==> config.mk <==
export PLATFORM = sky130hd
export DESIGN_NAME = sff_cell_row
export DESIGN_NICKNAME = d
export VERILOG_FILES = /design/src/hw/rtl/sff_pkg.sv /design/src/hw/rtl/sff_cell.sv /design/src/hw/rtl/sff_cell_row.sv
export SDC_FILE = /design/constraint.sdc
export NUM_CORES = 1
export LEC_CHECK = 0
export ABC_AREA = 1
export BUFFER_PORTS_ARGS = -buffer_cell sky130_fd_sc_hd__clkbuf_2
export CORE_AREA = 4 4 300 302
export DETAILED_ROUTE_END_ITERATION = 8
export DIE_AREA = 0 0 304 306
export PLACE_DENSITY = 0.43
export SETUP_SLACK_MARGIN = 0.15
export SLEW_MARGIN = 5
export SYNTH_ARGS = -nofsm -noshare
export SYNTH_HDL_FRONTEND = slang
export SYNTH_SLANG_ARGS = --single-unit
==> constraint.sdc <==
create_clock -name clk -period 0.95 [get_ports clk]
set_input_delay 0.1425 -clock clk [delete_from_list [all_inputs] [get_ports clk]]
set_output_delay 0.1425 -clock clk [all_outputs]
set_load 0.02 [all_outputs]
==> src/hw/rtl/sff_pkg.sv <==
// Shared types, opcodes and default parameters of the sector flood fill unit.
package sff_pkg;

    localparam int SFF_MAP_WIDTH   = 64;
    localparam int SFF_MAP_HEIGHT  = 64;
    localparam int SFF_SECTOR_SIZE = 16;
    localparam int SFF_TILE_BITS   = 16;

    // Width of a map coordinate plus an in-sector offset.
    localparam int SFF_CW = 8;

    typedef enum logic [1:0] {
        SFF_OP_WRITE  = 2'd0,
        SFF_OP_READ   = 2'd1,
        SFF_OP_FILL   = 2'd2,
        SFF_OP_UNUSED = 2'd3
    } sff_op_t;

    typedef struct packed {
        logic shift;
        logic prop;
    } sff_ctrl_t;

endpackage

==> src/hw/rtl/sff_cell.sv <==
// One sector tile cell: holds its match and visited marks and spreads the fill.
module sff_cell
    import sff_pkg::*;
(
    input  logic      clk,
    input  logic      rst_n,
    input  sff_ctrl_t ctrl,
    input  logic      match_in,
    input  logic      visit_in,
    input  logic [3:0] nbr_visit,
    output logic      match_q,
    output logic      visit_q
);

    logic match_reg, match_next;
    logic visit_reg, visit_next;

    always_comb
    begin
        match_next = match_reg;
        visit_next = visit_reg;
        if (ctrl.shift)
        begin
            match_next = match_in;
            visit_next = visit_in;
        end
        else if (ctrl.prop)
        begin
            visit_next = visit_reg | (match_reg & (|nbr_visit));
        end
    end

    always_ff @(posedge clk or negedge rst_n)
    begin
        if (!rst_n)
        begin
            match_reg <= 1'b0;
            visit_reg <= 1'b0;
        end
        else
        begin
            match_reg <= match_next;
            visit_reg <= visit_next;
        end
    end

    assign match_q = match_reg;
    assign visit_q = visit_reg;

endmodule

==> src/hw/rtl/sff_cell_row.sv <==
// Row of sector cells, chained for serial load and unload and meshed for the fill.
module sff_cell_row
    import sff_pkg::*;
#(
    parameter int SECTOR_SIZE = SFF_SECTOR_SIZE
) (
    input  logic      clk,
    input  logic      rst_n,
    input  sff_ctrl_t ctrl,
    input  logic      load_match,
    input  logic      load_visit,
    output logic      out_visit
);

    localparam int N = SECTOR_SIZE * SECTOR_SIZE;

    logic [N-1:0] match_w;
    logic [N-1:0] visit_w;

    for (genvar k = 0; k < N; k++)
    begin : g_cell
        localparam int LX = k % SECTOR_SIZE;
        localparam int LY = k / SECTOR_SIZE;
        logic [3:0] nbr;
        logic       m_in;
        logic       v_in;

        if (LY < SECTOR_SIZE - 1)
        begin : g_dn
            assign nbr[0] = visit_w[k+SECTOR_SIZE];
        end
        else
        begin : g_ndn
            assign nbr[0] = 1'b0;
        end
        if (LY > 0)
        begin : g_up
            assign nbr[1] = visit_w[k-SECTOR_SIZE];
        end
        else
        begin : g_nup
            assign nbr[1] = 1'b0;
        end
        if (LX < SECTOR_SIZE - 1)
        begin : g_rt
            assign nbr[2] = visit_w[k+1];
        end
        else
        begin : g_nrt
            assign nbr[2] = 1'b0;
        end
        if (LX > 0)
        begin : g_lt
            assign nbr[3] = visit_w[k-1];
        end
        else
        begin : g_nlt
            assign nbr[3] = 1'b0;
        end

        if (k == N - 1)
        begin : g_top
            assign m_in = load_match;
            assign v_in = load_visit;
        end
        else
        begin : g_mid
            assign m_in = match_w[k+1];
            assign v_in = visit_w[k+1];
        end

        sff_cell u_cell (
            .clk       (clk),
            .rst_n     (rst_n),
            .ctrl      (ctrl),
            .match_in  (m_in),
            .visit_in  (v_in),
            .nbr_visit (nbr),
            .match_q   (match_w[k]),
            .visit_q   (visit_w[k])
        );
    end

    assign out_visit = visit_w[0];

endmodule

=== Word-level counts from Yosys, hierarchy flattened ===
Cells that the tools add are included.

* Reductions and logical operators: 257
* Multiplexer cells: 512
* Bitwise operators: 512

{| class="wikitable"
|+ Operator list
! cell !! count
|-
| 4-bit OR reduction || 196
|-
| 1-bit two-way mux || 512
|-
| 1-bit AND || 256
|-
| 1-bit OR || 256
|-
| 3-bit OR reduction || 56
|-
| 2-bit OR reduction || 4
|-
| 2-bit nonzero test || 1
|}

* Register bits: 512
* Output and inout bits: 1
* Input port bits: 6
* Logic and storage cells: 1793

=== Depth between registers and ports, before layout ===
* Depth in word-level cells: 5
* Mapped depth: 9
* Depth with buffers taken out: 6

=== Hierarchy ===
A second synthesis with hierarchy kept.

* Cells, all modules: 3841
* Area total of the unflattened synthesis: 27229.9 um^2

{| class="wikitable"
|+ By module, submodules not included
! module !! times used !! cells an instance !! area each (um^2) !! sequential area each (um^2)
|-
| sff_cell || 256 || 15 || 106.4 || 50.0
|-
| sff_cell_row || 1 || 1 || 3.8 || 0.0
|}

=== Least setup slack after synthesis ===
OpenSTA, ideal clock, no wires.

* Kind: in2reg
* Start point: in ctrl[1] in the netlist's numbering
* End point: reg g_cell[245].u_cell.visit_reg
* Arrival: 0.939 ns
* Path slack: -0.102 ns
* Stages: 8
* Required time: 0.837 ns
* Path through: buf_6 -> buf_6 -> buf_6 -> buf_4 -> nor2_1 -> o21ai_0 -> nand2_1 -> inv_1

* Cells in the longest elaborated chain, start to end: 1
* Elaborated cells on any way between the ends: 2
* Those cells by class: mux (1); reduce/logical (1)

{| class="wikitable"
|+ RTL lines
! element !! line !! RTL
|-
| from (decl) || sff_cell_row.sv:9 || <nowiki>input sff_ctrl_t ctrl,</nowiki>
|-
| 1-bit two-way mux or 2-bit nonzero test (tied branches) || -- ||
|-
| to (signal assigned) || sff_cell.sv:43 || <nowiki>visit_reg <= visit_next;</nowiki>
|-
| to (decl) || sff_cell.sv:16 || <nowiki>logic visit_reg, visit_next;</nowiki>
|}

Several ways; a longest one is shown, not always the timed one.
A chain may end at the register's enable or synchronous reset.

=== Worst setup path in the final report ===
* Start point: reg g_cell[0].u_cell.visit_reg
* End point: out out_visit

{| class="wikitable"
|+ RTL lines
! element !! line !! RTL
|-
| from (decl) || sff_cell.sv:16 ||
|-
| from (signal assigned) || sff_cell.sv:43 ||
|-
| to (decl) || sff_cell_row.sv:12 || <nowiki>output logic out_visit</nowiki>
|}

No word-level cell between the ends.

==> results_dict.tcl <==
set metrics [dict create \
    max_cap_viol_count 0 \
    synth_cell_type_count 15 \
    coreArea_um2 87700 \
    synth_edf_count 0 \
    wl_per_cell_um 14.9 \
    slew_headroom_pct 73.0 \
    r2r-start "g_cell[0].u_cell.visit_q" \
    cts_sinks 512 \
    grt_max_degree 67 \
    grt_usage_pct 15.4 \
    async_flop_share_pct 100 \
    setup_viol_count_final 4 \
    setup.worst_path.start "g_cell[0].u_cell.visit_q" \
    cts-root-buf "clkbuf_16" \
    crit_type "flop to output port" \
    status "complete, but fails checks" \
    finalNetCount 3577 \
    cp_cell_sequence "clkbuf_8" \
    cts_buffers 60 \
    worst_pin_slew_ns 0.406 \
    syn-cell-area_um2 24200 \
    slowest_stage "dfrtp_1" \
    drv_slew 0 \
    synthToLayoutAreaGrowth_pct 35.8 \
    drcViolationCount 0 \
    pre_cts_ws_ns -0.225 \
    ys_ff_latch 512 \
    synth_ff_type "dfrtp_1" \
    finalCritPeriodShare_pct 140 \
    holdPathStages 4 \
    rows 109 \
    viasPerCell 4.37 \
    hold_viol 0 \
    ys_top_cells_by_count "nand2_1, nor2_1, dfrtp_1" \
    io_buffers 6 \
    synth-seq-area-share_pct 52.9 \
    netlist_instances 3300 \
    num_io_pins 7 \
    cts_tree "yes" \
    total_power_mw 58.6 \
    cts.reportedPaths.clkPinSlew_ns 0.06 \
    critPathCaptureType "output port" \
    clock.fmax_mhz 751 \
    seq_area_um2 13100 \
    timing.rr.end "g_cell[1].u_cell.visit_q" \
    worstRegToRegCells 8 \
    hpwlAfterDp_mm 51.1 \
    n_antenna_cell 0 \
    grt_setup_unrepaired "yes" \
    fin_cells 4782 \
    slowest_delay_ns 0.40 \
    power_density_nw_per_um2 1780 \
    cp.buffers_inverters 1 \
    die-height_um 306 \
    syn_avg_cell_area_um2 7.34 \
    yosysMostFrequentCell "nand2_1" \
    yosysWarnings 0 \
    dieArea_um2 93000 \
    violations "negative setup slack" \
    required_ns 0.81 \
    gp_congestion 0.750 \
    synth.area.top_cells "dfrtp_1, nand2_1, nor2_1" \
    worst-path-stages 1 \
    min_period_ns 1.33 \
    hold_end "g_cell[5].u_cell.match_q" \
    cp-start-kind "flop" \
    critPathMaxFanout 2 \
    start_util_pct 27.6 \
    worstHoldStart "ctrl[1]" \
    synth_area_leader_cell "dfrtp_1" \
    setup_ws_ns -0.381 \
    clock_latency_ns 0.63 \
    initialDrtViolationCount 868 \
    hp-class "input pin to flop" \
    nFillCells 9241 \
    peakVddDrop_v 0.00152 \
    syn_nets 3306 \
    hold_ws_ns 0.0569 \
    p_leak_nw 13.8 \
    critPathTopFamily "flip-flops" \
    routed_wl_mm 71.1 \
    fin_skew_ns 0.0130 \
    cts_buffer_depth 3 \
    grt_overflow_total 0 \
    htreeDepth 2 \
    dr.pass1.iters 5 \
    crit_arrival_ns 1.19 \
    ant_nets 0 \
    grt_pass1_wl_mm 118 \
    die_w_um 304 \
    multi_input_area_um2 11500 \
    drive_above_1_share_pct 30.9 \
    dp.cells 4634 \
    antenna_found_initial 0 \
    grt_pass1_vias 21468 \
    vias 20915 \
    ff2ff_setup_slack_ns -0.06 \
    synth_top_area_share_pct 52.9 \
]
## flip-flops by register name, indices dropped and copies added (netlist names)
register,flops
g_cell.u_cell.match_q,256
g_cell.u_cell.visit_q,256
## layout make-up
| type | instances | area share, % |
|---|---|---|
| clock buffers | 94 | 5.51 |
| repair buffers | 346 | 10.7 |
| clock inverters | 14 | 0.338 |
| multi-input cells | 2260 | 34.9 |
| flip-flops and latches | 512 | 39.7 |
| well taps | 1165 | 4.43 |
| inverters | 391 | 4.50 |
## worst max path at each step
stage	end	slack, ns
after CTS	out_visit	-0.43
after detailed placement	g_cell[234].u_cell.visit_q	-0.23
after floorplan	g_cell[16].u_cell.visit_q	-0.07
after global placement	g_cell[251].u_cell.visit_q	-0.24
after global routing	out_visit	-0.43
final	out_visit	-0.38
## report_power, final
group | internal, mW | total, mW | switching, mW
clock network | 13.2 | 22.9 | 9.64
logic | 3.54 | 7.99 | 4.46
registers | 24.6 | 27.7 | 3.09
## cell usage in the layout (no fill, tap or decap), drive strengths merged, types with 6 or more instances in the layout
cell         synthesis  routed
a21oi              254     254
buf                110     335
clkbuf              27      98
clkinv               0      11
dfrtp              512     512
dlygate4sd3          0       6
inv                391     391
nand2              980     980
nor2               786     786
o21ai              235     235
## metal layers
layer  global-route usage, %  up-vias  wire (µm)  part of all wire, %
li1                        -    10688          -                    -
met3                    1.99       91       1500                  2.1
met5                       0        -          0                    0
met2                    27.8      127      36300                   51
met1                    19.8    10009      32000                   45
met4                    3.39        0       1310                  1.8
## per-stage QoR
| step | setup TNS [ns] | area [µm²] | util (%) |
|---|---|---|---|
| global route | -1.35 | 32900 | 37.5 |
| finish | -0.512 | 32900 | 37.5 |
| detailed placement | -50.85 | 27900 | 31.8 |
| floorplan | -21.18 | 24400 | - |
| CTS | -0.427 | 31900 | 36.3 |
| global placement | -51.77 | 27900 | 31.8 |
## kinds of logic (layout without fill, tap and decap cells)
logic type             after synthesis  after routing  synth area share (%)
AOI/OAI and AO/OA                  490            490                  10.1
and+or+nand+nor                   1770           1770                  27.4
buffers and inverters              528            845                  9.57
DFF                                512            512                  52.9
## timing repair
item / 4_1_cts / 5_1_grt
endpoints found under the setup margin: 259 / 275
setup buffers: 26 / 7
gates resized for setup: 619 / 315
hold endpoints to repair: 518 / 0
pin swaps: 265 / 199
hold buffers: 7 / 0
Note: power is estimated with default switching activity, not from simulation.
